<file path="src/design/tomc_pkg.sv">
// ----------------------------------------------------------------------------
// tomc_pkg
// Shared types and constants for the multipath-capable reply classifier.
// ----------------------------------------------------------------------------
package tomc_pkg;

  // Item kind carried on the slave-side tuser.
  typedef enum logic {
    OP_HEADER = 1'b0,
    OP_OPTION = 1'b1
  } opcode_e;

  // Verdict codes as they leave the block.
  typedef enum logic [1:0] {
    VERD_RESET     = 2'd0,
    VERD_MIRROR    = 2'd1,
    VERD_ABSENT    = 2'd2,
    VERD_SUPPORTED = 2'd3
  } verdict_e;

  // Option walk phases.
  typedef enum logic [2:0] {
    PH_IDLE = 3'd0,
    PH_KIND = 3'd1,
    PH_LEN  = 3'd2,
    PH_SKIP = 3'd3,
    PH_KEY  = 3'd4,
    PH_DONE = 3'd5
  } phase_e;

  // Configuration register indexes.
  localparam int unsigned CfgIdxW = 1;
  localparam logic [CfgIdxW-1:0] REG_EXPECTED_KEY = 1'b0;
  localparam logic [CfgIdxW-1:0] REG_CAPABLE_KIND = 1'b1;

  localparam logic [63:0] EXPECTED_KEY_RST = 64'd4242424242;
  localparam logic [7:0]  CAPABLE_KIND_RST = 8'd30;

  // Option kinds with fixed meaning.
  localparam logic [7:0] KIND_EOL = 8'd0;
  localparam logic [7:0] KIND_NOP = 8'd1;

  // Key bytes sit at option offsets KeyFirst..KeyLast.
  localparam logic [3:0] KEY_FIRST = 4'd4;
  localparam logic [3:0] KEY_LAST  = 4'd11;
  localparam logic [3:0] KEY_END   = 4'd12;

  // Result of one step of the parser.
  typedef struct packed {
    logic     valid;
    verdict_e verdict;
    logic     success;
  } result_t;

  // Status of the parser state, used for checking.
  typedef struct packed {
    logic idle;
    logic empty;
  } status_t;

endpackage

</file>
<file path="src/design/tomc_parser.sv">
// ----------------------------------------------------------------------------
// tomc_parser
// Option walk state and the per-item update; emits at most one result per item.
// ----------------------------------------------------------------------------
module tomc_parser (
  input  logic               clk_i,
  input  logic               rst_ni,
  input  logic               step_i,
  input  tomc_pkg::opcode_e  opcode_i,
  input  logic               rst_flag_i,
  input  logic [3:0]         data_offset_i,
  input  logic [7:0]         option_byte_i,
  input  logic [63:0]        expected_key_i,
  input  logic [7:0]         capable_kind_i,
  output tomc_pkg::result_t  res_o,
  output tomc_pkg::status_t  stat_o
);

  logic                 rst_seen_q, rst_seen_d;
  logic [5:0]           bytes_left_q, bytes_left_d;
  tomc_pkg::phase_e     phase_q, phase_d;
  logic [5:0]           skip_q, skip_d;
  logic [3:0]           key_pos_q, key_pos_d;
  logic                 key_eq_q, key_eq_d;
  tomc_pkg::verdict_e   verdict_q, verdict_d;

  logic [2:0]           key_sel;
  logic [7:0]           key_byte;
  logic                 emit;

  // Key offset 4 meets the most significant byte of the key.
  assign key_sel  = 3'(tomc_pkg::KEY_LAST - key_pos_q);
  assign key_byte = expected_key_i[{key_sel, 3'b000} +: 8];

  always_comb begin
    rst_seen_d   = rst_seen_q;
    bytes_left_d = bytes_left_q;
    phase_d      = phase_q;
    skip_d       = skip_q;
    key_pos_d    = key_pos_q;
    key_eq_d     = key_eq_q;
    verdict_d    = verdict_q;
    emit         = 1'b0;

    if (step_i) begin
      if (opcode_i == tomc_pkg::OP_HEADER) begin
        rst_seen_d   = rst_flag_i;
        bytes_left_d = (data_offset_i >= 4'd5) ? ({data_offset_i, 2'b00} - 6'd20) : 6'd0;
        skip_d       = 6'd0;
        key_pos_d    = 4'd0;
        key_eq_d     = 1'b1;
        verdict_d    = rst_flag_i ? tomc_pkg::VERD_RESET : tomc_pkg::VERD_ABSENT;
        phase_d      = rst_flag_i ? tomc_pkg::PH_DONE : tomc_pkg::PH_KIND;
        emit         = (bytes_left_d == 6'd0);
      end else if (phase_q != tomc_pkg::PH_IDLE && bytes_left_q != 6'd0) begin
        bytes_left_d = bytes_left_q - 6'd1;
        case (phase_q)
          tomc_pkg::PH_KIND: begin
            if (option_byte_i == tomc_pkg::KIND_EOL) begin
              phase_d = tomc_pkg::PH_DONE;
            end else if (option_byte_i == tomc_pkg::KIND_NOP) begin
              phase_d = tomc_pkg::PH_KIND;
            end else if (option_byte_i == capable_kind_i) begin
              phase_d   = tomc_pkg::PH_KEY;
              key_pos_d = 4'd1;
              key_eq_d  = 1'b1;
            end else if (bytes_left_d < 6'd2) begin
              phase_d = tomc_pkg::PH_DONE;
            end else begin
              phase_d = tomc_pkg::PH_LEN;
            end
          end
          tomc_pkg::PH_LEN: begin
            // The length counts the kind and length bytes themselves.
            if (option_byte_i < 8'd2 ||
                option_byte_i > ({2'b00, bytes_left_d} + 8'd1)) begin
              phase_d = tomc_pkg::PH_DONE;
            end else begin
              skip_d  = 6'(option_byte_i - 8'd2);
              phase_d = (skip_d == 6'd0) ? tomc_pkg::PH_KIND : tomc_pkg::PH_SKIP;
            end
          end
          tomc_pkg::PH_SKIP: begin
            skip_d = skip_q - 6'd1;
            if (skip_d == 6'd0) begin
              phase_d = tomc_pkg::PH_KIND;
            end
          end
          tomc_pkg::PH_KEY: begin
            if (key_pos_q >= tomc_pkg::KEY_FIRST && key_pos_q <= tomc_pkg::KEY_LAST &&
                key_byte != option_byte_i) begin
              key_eq_d = 1'b0;
            end
            key_pos_d = key_pos_q + 4'd1;
            if (key_pos_d >= tomc_pkg::KEY_END) begin
              verdict_d = key_eq_d ? tomc_pkg::VERD_MIRROR : tomc_pkg::VERD_SUPPORTED;
              phase_d   = tomc_pkg::PH_DONE;
            end
          end
          default: begin
            phase_d = phase_q;
          end
        endcase
        if (bytes_left_d == 6'd0) begin
          // An option area that ends inside the key is a mismatch.
          if (phase_d == tomc_pkg::PH_KEY) begin
            verdict_d = tomc_pkg::VERD_SUPPORTED;
          end
          emit = 1'b1;
        end
      end
    end

    if (emit) begin
      phase_d = tomc_pkg::PH_IDLE;
    end
  end

  always_comb begin
    res_o.valid   = emit;
    res_o.verdict = rst_seen_d ? tomc_pkg::VERD_RESET : verdict_d;
    res_o.success = ~rst_seen_d;
    stat_o.idle   = (phase_q == tomc_pkg::PH_IDLE);
    stat_o.empty  = (bytes_left_q == 6'd0);
  end

  always_ff @(posedge clk_i or negedge rst_ni) begin
    if (!rst_ni) begin
      rst_seen_q   <= 1'b0;
      bytes_left_q <= 6'd0;
      phase_q      <= tomc_pkg::PH_IDLE;
      skip_q       <= 6'd0;
      key_pos_q    <= 4'd0;
      key_eq_q     <= 1'b1;
      verdict_q    <= tomc_pkg::VERD_ABSENT;
    end else begin
      rst_seen_q   <= rst_seen_d;
      bytes_left_q <= bytes_left_d;
      phase_q      <= phase_d;
      skip_q       <= skip_d;
      key_pos_q    <= key_pos_d;
      key_eq_q     <= key_eq_d;
      verdict_q    <= verdict_d;
    end
  end

endmodule

</file>
<file path="src/design/tcp_option_mptcp_classifier.sv">
// ----------------------------------------------------------------------------
// tcp_option_mptcp_classifier
// Classifies a TCP reply to a multipath-capable SYN probe from its options.
// ----------------------------------------------------------------------------
// The block takes one word per cycle on its slave side: a header word (RST
// flag and data offset) followed by the option bytes of that segment, one
// byte per word. Each word is absorbed by the option walk state when accepted; the
// only pipeline stage is the result register on the master side, so the
// sustained rate is one word per clock unless that register stalls the slave
// side, and a verdict appears in the cycle after the last option byte (or a
// header with an empty option area) is accepted. The slave side accepts
// while the result register is empty or is drained in the same cycle. The
// walk stops at end-of-list, steps over no-operation bytes and skips other
// options by their length. A malformed length ends the walk with the verdict
// "absent". When the configured capable kind is found, option bytes 4 to 11
// are compared, most significant first, with the configured key: a full
// match gives "key mirrored", anything else (including a key cut short by
// the end of the option area) gives "supported". A reset reply always gives
// the verdict "reset" with success low. An option byte arriving outside a
// segment is dropped, and a new header abandons a segment in progress
// without a verdict. Configuration must only be written while the block is
// idle.
module tcp_option_mptcp_classifier (
  input  logic                          clk_i,
  input  logic                          rst_ni,
  // Configuration write port.
  input  logic                          cfg_we_i,
  input  logic [tomc_pkg::CfgIdxW-1:0]  cfg_idx_i,
  input  logic [63:0]                   cfg_wdata_i,
  // Slave side.
  input  logic                          s_axis_tvalid_i,
  output logic                          s_axis_tready_o,
  input  logic [15:0]                   s_axis_tdata_i,  // rst_flag, data_offset[3:0],
                                                         // option_byte[7:0], zero pad
  input  logic                          s_axis_tuser_i,  // opcode
  // Master side.
  output logic                          m_axis_tvalid_o,
  input  logic                          m_axis_tready_i,
  output logic [7:0]                    m_axis_tdata_o   // verdict[1:0], success, zero pad
);

  logic [63:0]         expected_key_q;
  logic [7:0]          capable_kind_q;

  logic                out_valid_q, out_valid_d;
  tomc_pkg::verdict_e  out_verdict_q;
  logic                out_success_q;

  logic                in_accept;
  tomc_pkg::result_t   res;
  tomc_pkg::status_t   stat;

  // Configuration registers.
  always_ff @(posedge clk_i or negedge rst_ni) begin
    if (!rst_ni) begin
      expected_key_q <= tomc_pkg::EXPECTED_KEY_RST;
      capable_kind_q <= tomc_pkg::CAPABLE_KIND_RST;
    end else if (cfg_we_i) begin
      case (cfg_idx_i)
        tomc_pkg::REG_EXPECTED_KEY: expected_key_q <= cfg_wdata_i;
        tomc_pkg::REG_CAPABLE_KIND: capable_kind_q <= cfg_wdata_i[7:0];
        default: expected_key_q <= expected_key_q;
      endcase
    end
  end

  // A word can enter whenever the result register is free or being emptied,
  // so a new verdict never overwrites one still waiting.
  assign s_axis_tready_o = ~out_valid_q | m_axis_tready_i;
  assign in_accept       = s_axis_tvalid_i & s_axis_tready_o;

  tomc_parser u_parser (
    .clk_i          (clk_i),
    .rst_ni         (rst_ni),
    .step_i         (in_accept),
    .opcode_i       (tomc_pkg::opcode_e'(s_axis_tuser_i)),
    .rst_flag_i     (s_axis_tdata_i[0]),
    .data_offset_i  (s_axis_tdata_i[4:1]),
    .option_byte_i  (s_axis_tdata_i[12:5]),
    .expected_key_i (expected_key_q),
    .capable_kind_i (capable_kind_q),
    .res_o          (res),
    .stat_o         (stat)
  );

  // Result register.
  always_comb begin
    if (res.valid) begin
      out_valid_d = 1'b1;
    end else if (m_axis_tready_i) begin
      out_valid_d = 1'b0;
    end else begin
      out_valid_d = out_valid_q;
    end
  end

  always_ff @(posedge clk_i or negedge rst_ni) begin
    if (!rst_ni) begin
      out_valid_q <= 1'b0;
    end else begin
      out_valid_q <= out_valid_d;
    end
  end

  always_ff @(posedge clk_i) begin
    if (res.valid) begin
      out_verdict_q <= res.verdict;
      out_success_q <= res.success;
    end
  end

  assign m_axis_tvalid_o = out_valid_q;
  assign m_axis_tdata_o  = {5'b00000, out_success_q, out_verdict_q};

  // Success is low exactly when the verdict is reset.
  assert property (@(posedge clk_i) disable iff (!rst_ni)
    m_axis_tvalid_o |-> (m_axis_tdata_o[2] == (m_axis_tdata_o[1:0] != tomc_pkg::VERD_RESET)))
    else $error("success flag disagrees with verdict");

  // Once the option area is used up the walk must have returned to idle.
  assert property (@(posedge clk_i) disable iff (!rst_ni)
    stat.empty |-> stat.idle)
    else $error("walk left active with no option bytes remaining");

  // A drained verdict with no new one behind it clears the result register.
  assert property (@(posedge clk_i) disable iff (!rst_ni)
    (m_axis_tvalid_o && m_axis_tready_i && !res.valid) |=> !m_axis_tvalid_o)
    else $error("verdict repeated after it was taken");

  // A verdict is only produced for an accepted word.
  assert property (@(posedge clk_i) disable iff (!rst_ni)
    res.valid |-> in_accept)
    else $error("verdict produced without an accepted word");

endmodule

</file>
<file path="config.mk">
export PLATFORM = sky130hd
export DESIGN_NAME = tcp_option_mptcp_classifier
export DESIGN_NICKNAME = d
export VERILOG_FILES = /design/src/design/tomc_pkg.sv /design/src/design/tomc_parser.sv /design/src/design/tcp_option_mptcp_classifier.sv
export SDC_FILE = /design/constraint.sdc
export NUM_CORES = 1
export LEC_CHECK = 0
export BUFFER_PORTS_ARGS = -buffer_cell sky130_fd_sc_hd__buf_2
export CAP_MARGIN = 40
export CORE_MARGIN = 2
export CORE_UTILIZATION = 55
export CTS_CLUSTER_SIZE = 28
export DETAILED_ROUTE_END_ITERATION = 16
export GPL_TIMING_DRIVEN = 0
export PLACE_DENSITY = 0.88
export SLEW_MARGIN = 10
export SYNTH_ARGS = -nofsm -noshare
export SYNTH_HDL_FRONTEND = slang
export SYNTH_SLANG_ARGS = --single-unit
</file>
<file path="constraint.sdc">
create_clock -name clk_i -period 4.2 [get_ports clk_i]
set_clock_uncertainty 0.1 [all_clocks]
set_input_delay 0.42 -clock clk_i [delete_from_list [all_inputs] [get_ports clk_i]]
set_output_delay 0.42 -clock clk_i [all_outputs]
set_load 0.03 [all_outputs]
</file>
* Yosys cells after proc, flatten, opt, wreduce, memory -nomap -nowiden
Index checks and enable logic that the tools add are counted.
** Word-level totals
- Bits of input ports :: 87
- Word-level logic and storage cells :: 125
- Register bits :: 99
- Output and inout bits :: 10
** Operators by class
- Equal/unequal tests :: 16
- Muxes and demuxes :: 58
- Shifts and indexed selects :: 1
- Reduce and logical (&&, ||, !) cells :: 19
- Bitwise operators :: 5
- Add/subtract/negate cells :: 7
- $lt $le $gt $ge :: 7
** Operators with widths (count)
- variable part select 64 x 7 -> 8 bit :: 1
- two-way mux 3 bit :: 15
- two-way mux 6 bit :: 6
- zero test 6 bit :: 4
- two-way mux 2 bit :: 10
- two-way mux 4 bit :: 5
- two-way mux 1 bit :: 18
- one-hot mux 3 bit (4 select lines) :: 1
- one-hot mux 6 bit (2 select lines) :: 1
- subtractor 6 x 1 -> 6 bit (second input constant) :: 2
- != test 3 x 1 -> 1 bit (second input constant) :: 3
- != test 3 bit (second input constant) :: 3
- equality test 8 x 1 -> 1 bit (second input constant) :: 1
- equality test 8 bit :: 1
- >= comparator 4 x 3 -> 1 bit (second input constant) :: 2
- greater-than comparator 8 x 7 -> 1 bit :: 1
- zero test 8 bit :: 1
- < comparator 8 x 2 -> 1 bit (second input constant) :: 1
- != test 8 bit :: 1
- one-hot mux 4 bit (2 select lines) :: 1
- AND reduction 2 bit :: 4
- adder 6 x 1 -> 7 bit (second input constant) :: 1
- equality test 3 x 2 -> 1 bit (second input constant) :: 2
- equality test 3 bit (second input constant) :: 2
- 21 further kinds :: 26

* Depth between registers and ports, before layout
Gate-level depths: netlist of run 1.
- Depth in word-level cells :: 17
- Gate-level depth with buffers :: 19
- Depth with buffers taken out :: 18

* By module
From an unflattened synthesis of run 1, not the netlist that was laid out.
** Second synthesis, totals
- Cell total of the unflattened synthesis :: 522
- Area, all modules :: 6043.3 um^2
** By module, submodules not included
- tcp_option_mptcp_classifier :: area an instance 3166.8 um^2, cells each 167, times used 1, seq. area each 1944.4 um^2
- tomc_parser :: area an instance 2876.5 um^2, cells each 355, times used 1, seq. area each 578.1 um^2

* Worst setup path before layout of run 1
No wires, ideal clock.
- Path type :: register to register
- From :: register u_parser.bytes_left_q[0]
- To :: register out_verdict_q[1] (data pin)
- Data arrival time :: 3.544 ns
- Clock period less this slack :: 3.801 ns
- Setup time :: 0.157 ns
- Cell stages (with the launch flop) :: 20
- Data required time :: 3.943 ns
- Setup slack :: 0.399 ns
- Path buffers :: 1
- Cells stage by stage :: dfrtp_1 -> clkbuf_1 -> inv_1 -> ha_1 -> inv_1 -> nor2_1 -> o21ai_0 -> o21ai_0 -> a32oi_1 -> nor3_1 -> xnor2_1 -> ha_1 -> nand4b_1 -> nand2b_1 -> a21oi_1 -> nor3_1 -> a221o_1 -> or3_1 -> o2111a_2 -> nor3_1
** On the way
- Word-level cells in the longest chain between the ends :: 16
- Elaborated cells between the ends (all ways) :: 23
- Those cells by class :: add/sub (2); order compare (2); eq/ne (1); mux (14); reduce/logical (4)
** Ends and longest elaborated chain
- start, declared :: RTL line tomc_parser.sv:20 : logic [5:0] bytes_left_q, bytes_left_d;
- start signal, assigned :: RTL line tomc_parser.sv:138 : bytes_left_q <= bytes_left_d;
- branches (longest 13 deep; another with greater-than comparator 8 x 7 -> 1 bit)
- two-way mux 2 bit * :: RTL line tomc_parser.sv:55 : end else if (phase_q != tomc_pkg::PH_IDLE && bytes_left_q != 6'd0) begin
- two-way mux 2 bit * :: RTL line tomc_parser.sv:46 : if (opcode_i == tomc_pkg::OP_HEADER) begin
- two-way mux 2 bit * :: RTL line tomc_parser.sv:45 : if (step_i) begin
- end signal, assigned :: RTL line tcp_option_mptcp_classifier.sv:107 : out_verdict_q <= res.verdict;
- end, declared :: RTL line tcp_option_mptcp_classifier.sv:46 : tomc_pkg::verdict_e out_verdict_q;
Every way passes the cells marked *. The select of a mux whose other input is x is not followed.
A chain may end at the register's enable or synchronous reset.

* Final worst setup path of run 1
- From :: register u_parser.bytes_left_q[1]
- To :: register out_verdict_q[1] (data pin)
Same word-level chain as after synthesis.

==> results of run 1 <==
layer usage:
layer,routed length (um),up-vias,track usage (%)
met2,7325,185,47.33
li1,-,2081,-
met4,333,0,9.023
met5,0,-,0
met1,5790,2276,32.59
met3,808,40,4.947
cell type report:
type | instances | area [sq um]
Buffer | 33 | 162.7
Tap cell | 136 | 170.2
Antenna cell | 1 | 2.502
Inverter | 19 | 75.07
Timing Repair Buffer | 94 | 513.0
Multi-Input combinational cell | 369 | 2963
Clock buffer | 10 | 127.6
Fill cell | 779 | 3585
Sequential cell | 99 | 2524
Clock inverter | 6 | 62.56
repair_timing:
item	in CTS	in global routing
resized for setup	3	4
hold buffers	1	0
setup endpoints to repair	11	8
pin swaps	0	2
hold endpoints to repair	33	0
buffers inserted	0	5
cell usage after synthesis (8+ instances only):
library cell  number
nand2_1           27
xor2_1            13
mux4_2             8
buf_4              9
dfrtp_1           72
mux2i_1           14
clkbuf_1          21
o21ai_1           15
inv_1             17
ha_1              16
mux2_2            73
nor3_1            12
o21ai_0           12
a21oi_1           16
nor2b_1            8
dfstp_2           24
xnor2_1           13
nor2_1            33
worst paths after layout:
path / start / end / slack [ns] / cells after the start
max: u_parser.bytes_left_q[1] / out_verdict_q[1] / 0.25 / 19
min: s_axis_tdata_i[0] / u_parser.verdict_q[1] / 0.12 / 2
max reg2reg: u_parser.bytes_left_q[1] / out_verdict_q[1] / 0.25 / 19
min reg2reg: u_parser.verdict_q[0] / u_parser.verdict_q[0] / 0.40 / 2
max in group asynchronous: rst_ni / u_parser.verdict_q[1] / 2.78 / 3
min in group asynchronous: rst_ni / expected_key_q[37] / 0.50 / 2
logic make-up after synthesis:
logic type	count (synthesis)	synth area share [%]
buffers and inverters	53	4.182
and+or+nand+nor	125	11.18
muxes	103	21.75
xor gates and xnor gates	26	4.006
adders and majority gates	16	3.522
AOI/OAI and AO/OA	94	10.92
other	1	0.06597
DFF	99	44.38
per-stage QoR:
step,setup slack [ns],instances,cell area (sq um),hold slack [ns]
after global placement,-0.1408,744,6305,0.3720
after detailed placement,-0.2772,745,6335,0.3729
after floorplan,0.3994,521,5699,0.02441
after CTS,0.1178,761,6543,0.1127
after global routing,0.05783,766,6598,0.1124
final,0.2501,767,6600,0.1231
state kept, by name, summed over array words and instances, names as in the netlist:
name                   count
out_success_q              1
u_parser.key_pos_q         4
m_axis_tvalid_o            1
u_parser.phase_q           3
out_verdict_q              2
u_parser.skip_q            6
u_parser.key_eq_q          1
u_parser.verdict_q         2
capable_kind_q             8
u_parser.bytes_left_q      6
expected_key_q            64
u_parser.rst_seen_q        1
report_power, final:
| group | switching [mW] | internal [mW] | total (mW) |
|---|---|---|---|
| registers | 0.119 | 1.15 | 1.27 |
| logic | 0.810 | 0.673 | 1.48 |
| clock network | 0.373 | 0.230 | 0.602 |
| total | 1.30 | 2.05 | 3.36 |
==> out/qor.yml, run 1 <==
status: "finished clean"
synth_top_area_share_pct: 31.70
grt_pass1_wl_um: 23640
worstPathArrival_ns: 4.06
cp_top_family: "simple AND/OR/NAND/NOR gates"
hp-class: "primary input to register"
cp_max_fo: 9
layout-drive-gt1-share_pct: 37.94
antenna_found_initial: 1
die_x_um: 105.7
cts_buffers: 9
setup_viol: 0
p_leak_nw: 2.863
start_kind: "register"
final_common_cell: "buf_2"
maxCapViolCount: 0
fmax_ghz: 0.2532
tightest_slew_ns: 0.7915
die-area_sq_um: 11160
relSlewSlack_pct: 46.83
synth_area_per_cell_sq_um: 10.99
cp.required_ns: 4.31
dr.first_iter.drc_count: 319
rows: 37
portBuffers: 87
yosysTopAreaCell: "dfrtp_1"
hpwl_um: 10500
finalHoldViolCount: 0
nets: 728
cts.sinks: 99
synth_area_sq_um: 5684
drv_slew: 0
synth_warnings: 0
worst-setup-path-type: "register to register"
grt_max_degree: 51
globalRoute.totalOverflow: 0
synth_edf_count: 3
synthTopCellsByArea: "dfrtp_1, mux2_2, dfstp_2"
num_vias: 4582
rsz0062_at_grt: "no"
wl_per_cell_um: 18.59
clk_pin_slew_ns: 0.11
irDropWorstVdd_v: 0.0002822
critPathBufInv: 3
synth_ff_type: "dfrtp_1"
core_area_sq_um: 10180
period_needed_ns: 3.950
ant_nets: 0
period_share_pct: 94.05
syn_inst: 517
ys_types: 64
crit_slowest_cell: "dfrtp_1"
cts_max_level: 3
viasPerCell: 5.974
drc: 0
power_mw: 3.355
grt_usage_pct: 26.66
cellPowerDensity_nw_per_um2: 508.3
clockBufferDepth: 2
clock_tree.root_cell: "clkbuf_8"
cp_slowest_stage_delay_ns: 0.38
cp_cell_sequence: "buf_4 > clkinvlp_4 > ha_4 > inv_1 > nor2_4 > o21ai_0 > o21ai_0 > a32oi_1 > nor3_1 > xnor2_1 > ha_1 > nand4b_1 > nand2b_1 > a21oi_2 > nor3_1 > a221o_1 > or3_1 > o2111a_2 > nor3_1"
area_delta_synth_final_pct: 16.11
ios: 97
final_cell_mix: "buf_2, mux2_2, dfrtp_1, nor2_1, nand2_1"
grt_pass1_vias: 4818
ys_seq_area_share_pct: 44.38
tns_ns: 0
gp_congestion: 0.9211
cts_tree: "done"
clk_latency_ns: 0.37
synth.ff_latch_count: 99
dr.pass1.iters: 5
crit_top_cell: "nor3_1"
drt_wl_total_um: 14260
critPathCaptureType: "register"
async_flop_share_pct: 96.97
finish.utilization_pct: 64.80
fp.dieH_um: 105.7
initial_core_util_pct: 55.81
No activity file was read; power rests on OpenSTA's default activity.
==> inputs of run 2 (changes only) <==
- CORE_MARGIN: 2 -> default
- GPL_TIMING_DRIVEN: 0 -> default
==> out/qor.yml, run 2 (synthesized netlist as in run 1, its figures left out) <==
globalRoute.totalOverflow: 0
comb_power_share_pct: 40.2
holdPathStages: 2
status: "finished clean"
drc: 0
drv_slew: 0
irDropWorstVdd_v: 0.0003318
hpwl_um: 9602
critPathCaptureType: "register"
core_area_sq_um: 9910
fmax_ghz: 0.2609
wl_per_cell_um: 17.26
portBuffers: 88
netSwitchingPower_mw: 1.232
dr.first_iter.drc_count: 242
layout-drive-gt1-share_pct: 38.27
rr_endpoint: "out_verdict_q[1]"
nets: 699
period_needed_ns: 3.833
cts_buffers: 9
grt_pass1_vias: 4593
placed_area_sq_um: 6235
grt_pass1_wl_um: 21460
worst_hold_path.endpoint: "u_parser.verdict_q[1]"
p_seq_share_pct: 41.0
final_common_cell: "buf_2"
viasPerCell: 5.905
num_vias: 4334
die_x_um: 103.7
largest_register_ffs: 64
top_register: "expected_key_q"
antenna_found_initial: 0
clockBufferDepth: 2
tns_ns: 0
tightest_slew_ns: 0.7269
largestRegisters: "expected_key_q (64), capable_kind_q (8)"
r2r_cells: 18
clock_tree.root_cell: "clkbuf_8"
antenna_cells: 0
p_leak_nw: 2.806
cp_max_fo: 9
cp_cell_sequence: "inv_2 > ha_2 > inv_1 > nor2_1 > o21ai_0 > o21ai_0 > a32oi_1 > nor3_1 > xnor2_1 > ha_1 > nand4b_1 > nand2b_1 > a21oi_2 > nor3_1 > a221o_1 > or3_1 > o2111a_2 > nor3_1"
layout.cells.non_filler: 734
drt_wl_total_um: 12670
internal_power_mw: 2.018
cts.sinks: 99
rsz0062_at_grt: "no"
final_area_sq_um: 6450
fp.dieH_um: 103.7
ant_nets: 0
cp_slowest_stage_delay_ns: 0.48
dr.pass1.iters: 6
cp.required_ns: 4.31
setup_viol: 0
final_cell_mix: "buf_2, mux2_2, dfrtp_1, nor2_1, nand2_1"
cts_max_level: 3
ios: 97
grt_usage_pct: 25.03
clk_pin_slew_ns: 0.10
power_mw: 3.250
maxCapViolCount: 0
r2r-start: "u_parser.bytes_left_q[1]"
die-area_sq_um: 10750
gp_congestion: 0.8862
crit_slowest_cell: "dfrtp_1"
cts_setup_buffers: 0
r2r_slack_ns: 0.37
crit_top_cell: "nor3_1"
hp-class: "primary input to register"
placedCellCount: 716
clk_latency_ns: 0.38
cellPowerDensity_nw_per_um2: 503.9
finalHoldViolCount: 0
start_kind: "register"
worst-setup-path-type: "register to register"
area_delta_synth_final_pct: 13.47
initial_core_util_pct: 57.36
p_clk_share_pct: 18.8
relSlewSlack_pct: 51.54
period_share_pct: 91.25
hp-start: "s_axis_tdata_i[0]"
rows: 36
grt_max_degree: 47
switching_share_pct: 37.90
worstPathArrival_ns: 3.95
cts_tree: "done"
[run 2: power by group through the flow]
stage / Sequential (mW) / Combinational [mW] / Clock (mW)
after global routing: 1.36 / 1.44 / 0.659
after floorplan: 1.24 / 1.06 / 0
final: 1.33 / 1.31 / 0.610
after global placement: 1.33 / 1.20 / 0
after CTS: 1.33 / 1.28 / 0.622
after detailed placement: 1.35 / 1.27 / 0
[run 2: metal layers]
layer  global-route usage [%]  share of wire [%]  wire length, um
met5                        0                  0                0
met4                    10.92                2.3              286
met3                    7.678                8.3             1057
met2                    41.28                 49             6167
met1                    30.37                 41             5156
[run 2: what timing repair did]
| item | CTS | global route |
|---|---|---|
| setup endpoints to repair | 0 | 3 |
| hold endpoints to repair | 20 | 0 |
| gates resized for setup | 0 | 3 |
| hold buffers | 1 | 0 |
[run 2: cell type report]
class,count,area (sq um)
Fill cell,778,3460
Multi-Input combinational cell,369,2953
Sequential cell,99,2522
Timing Repair Buffer,98,543.0
Tap cell,133,166.4
Clock buffer,10,137.6
Inverter,19,71.32
Clock inverter,6,56.30
[run 2: worst max path at each step]
stage	startpoint	endpoint	slack, ns	cells past startpoint
final	u_parser.bytes_left_q[1]	out_verdict_q[1]	0.37	18
after global routing	u_parser.bytes_left_q[1]	out_verdict_q[0]	0.005	18
after CTS	u_parser.bytes_left_q[1]	out_verdict_q[1]	0.21	18
after detailed placement	u_parser.bytes_left_q[1]	out_verdict_q[1]	0.26	18
after global placement	u_parser.bytes_left_q[1]	out_verdict_q[1]	0.43	18
after floorplan	u_parser.bytes_left_q[0]	out_verdict_q[1]	0.40	19
[run 2: critical path, delay by kind of cell, from the launching register on]
family / cells / cell delay [ns]
flops: 1 / 0.48
buf+inv: 2 / 0.21
compound gates: 6 / 0.97
xor+xnor: 1 / 0.12
fa+ha+maj: 2 / 0.54
simple gates: 7 / 1.24
[run 2: per-stage QoR]
step           setup WS [ns]  hold WS [ns]  utilization [%]
2_1_floorplan         0.3994       0.02441                -
3_3_place_gp          0.4287        0.3732            62.51
3_5_place_dp          0.2582        0.2647            62.92
4_1_cts               0.2105        0.1000            64.97
5_1_grt             0.005126       0.09794            65.09
6_report              0.3674        0.1104            65.09
==> inputs of run 3 (changes only) <==
- ABC_AREA: default -> 1
==> out/qor.yml, run 3 <==
drt_wl_total_um: 13140
grt_max_degree: 93
drv_slew: 0
tightest_slew_ns: 0.8706
viasPerCell: 5.188
placed_area_sq_um: 6364
power_mw: 3.139
finalHoldViolCount: 0
multi_input_area_sq_um: 2758
setup_viol: 0
hpwl_um: 9679
ys_types: 41
portBuffers: 88
clockBufferDepth: 2
crit_slowest_cell: "dfrtp_1"
worst_slack_ns: 0.7344
p_clk_share_pct: 20.0
dr.pass1.iters: 5
tns_ns: 0
cts_tree: "done"
hold_slack_ns: 0.1590
dr.first_iter.drc_count: 359
seq_area_sq_um: 2522
cp_top_family: "simple AND/OR/NAND/NOR gates"
ios: 97
fmax_ghz: 0.2886
comb_power_share_pct: 40.5
period_share_pct: 82.51
synthTopCellsByArea: "dfrtp_1, nand2_1, dfstp_2"
ys_seq_area_share_pct: 43.15
syn_inst: 776
crit_top_cell: "nand2_1"
globalRoute.totalOverflow: 0
antenna_found_initial: 0
p_leak_nw: 3.428
synth_warnings: 0
cts_max_level: 3
worstPathArrival_ns: 3.50
wl_per_cell_um: 13.24
rows: 37
cts_setup_buffers: 0
synth_area_per_cell_sq_um: 7.533
layout-drive-gt1-share_pct: 20.54
clk_pin_slew_ns: 0.10
cts.sinks: 99
ant_nets: 0
critPathBufInv: 1
cellPowerDensity_nw_per_um2: 477.7
switching_share_pct: 40.19
die_x_um: 105.1
fp.dieH_um: 105.1
core_area_sq_um: 10320
internal_power_mw: 1.877
cts_buffers: 9
cp_cell_sequence: "inv_2 > ha_1 > xnor2_1 > nor3_1 > nand3_1 > xor2_1 > ha_1 > nand2_1 > nor3_1 > nand4_1 > nand2_1 > nand2_1 > nand2_1 > nand2_1 > nor2_1 > nor2_1 > nand3_1 > nand2_1 > nand2_1 > nand2_1 > nand2_1 > nor2_1"
yosysTopAreaCell: "dfrtp_1"
antenna_cells: 0
final_cell_mix: "nand2_1, inv_1, buf_2, nor2_1, dfrtp_1"
clock_tree.root_cell: "clkbuf_8"
grt_pass1_vias: 4840
final_common_cell: "nand2_1"
netSwitchingPower_mw: 1.262
drc: 0
pre_cts_slack_ns: 0.8116
rsz0062_at_grt: "no"
largestRegisters: "expected_key_q (64), capable_kind_q (8)"
relSlewSlack_pct: 41.96
synth_ff_type: "dfrtp_1"
async_flop_share_pct: 96.97
synth_most_common_cell: "nand2_1"
area_delta_synth_final_pct: 12.41
critPathCaptureType: "register"
hp-class: "primary input to register"
initial_core_util_pct: 56.62
gp_congestion: 0.8788
num_vias: 5152
synth_edf_count: 3
cp.required_ns: 4.23
worst-setup-path-type: "register to register"
synth.ff_latch_count: 99
grt_pass1_wl_um: 22140
grt_usage_pct: 25.23
irDropWorstVdd_v: 0.0002300
period_needed_ns: 3.466
cp_slowest_stage_delay_ns: 0.48
fillers: 884
top_register: "expected_key_q"
start_kind: "register"
cp_max_fo: 7
synth_top_area_share_pct: 30.82
synth_area_sq_um: 5846
nets: 955
maxCapViolCount: 0
largest_register_ffs: 64
die-area_sq_um: 11050
status: "finished clean"
final_area_sq_um: 6571
clk_latency_ns: 0.38
synth_common_cells: "nand2_1, inv_1, nor2_1, dfrtp_1, nand3_1"
p_seq_share_pct: 39.5
[run 3: changes by cell type after synthesis, sizes merged, moves of 14 or more]
| cell | delta |
|---|---|
| mux2i | -14 |
| nor2 | +56 |
| a21oi | +34 |
| inv | +94 |
| nand3 | +64 |
| nand2 | +171 |
| mux2 | -67 |
[run 3: area by class of cell]
cell class | instances | area share [%]
flip-flops and latches | 99 | 38.39
inverters | 112 | 6.398
repair buffers | 94 | 7.654
multi-input cells | 536 | 41.96
clock inverters | 3 | 0.4379
well taps | 136 | 2.589
clock buffers | 13 | 2.570
[run 3: power groups by stage]
stage	Combinational (mW)	Sequential (mW)	Clock, mW
2_1_floorplan	0.990	1.24	0
3_3_place_gp	1.21	1.25	0
3_5_place_dp	1.26	1.25	0
4_1_cts	1.26	1.24	0.633
5_1_grt	1.45	1.26	0.667
6_report	1.27	1.24	0.628
[run 3: what timing repair did]
action	CTS	global route
endpoints found under the hold margin	26	0
resized for setup	0	0
hold buffers	1	0
[run 3: worst paths after layout]
kind	slack (ns)	end	depth (start not counted)	startpoint
setup / recovery	0.73	out_verdict_q[0]	22	u_parser.bytes_left_q[0]
hold / removal	0.16	expected_key_q[7]	3	cfg_wdata_i[7]
hold reg to reg	0.38	expected_key_q[23]	2	expected_key_q[23]
max in group asynchronous	2.77	u_parser.key_eq_q	3	rst_ni
setup reg to reg	0.73	out_verdict_q[0]	22	u_parser.bytes_left_q[0]
min in group asynchronous	0.44	expected_key_q[13]	2	rst_ni
[run 3: through the flow]
stage | util, % | std cells
floorplan | - | 780
global placement | 61.45 | 975
detailed placement | 61.64 | 976
CTS | 63.65 | 993
global route | 63.65 | 993
finish | 63.65 | 993
[run 3: tightest hold or removal path: cells and delay by family]
kind / cells / cell delay, ns
compound gates: 1 / 0.08
buf+inv: 2 / 0.14
[run 3: metal layers]
layer  routed length, um  global-route usage [%]  vias up  part of all wire, %
li1                    -                       -     2593                    -
met1                5989                   33.76     2375                   46
met2                6229                   41.39      162                   47
met3                 646                   3.930       22                  4.9
met4                 279                   9.557        0                  2.1
met5                   0                       0        -                    0
[run 3: cells by family after synthesis]
logic type | synth area share (%)
AND/OR/NAND/NOR | 27.27
adder cells (fa/ha/maj) | 3.425
multiplexers | 2.697
XOR/XNOR | 3.575
AO/OA/AOI/OAI | 9.760
other | 0.06415
buffers and inverters | 10.06
flip-flops | 43.15
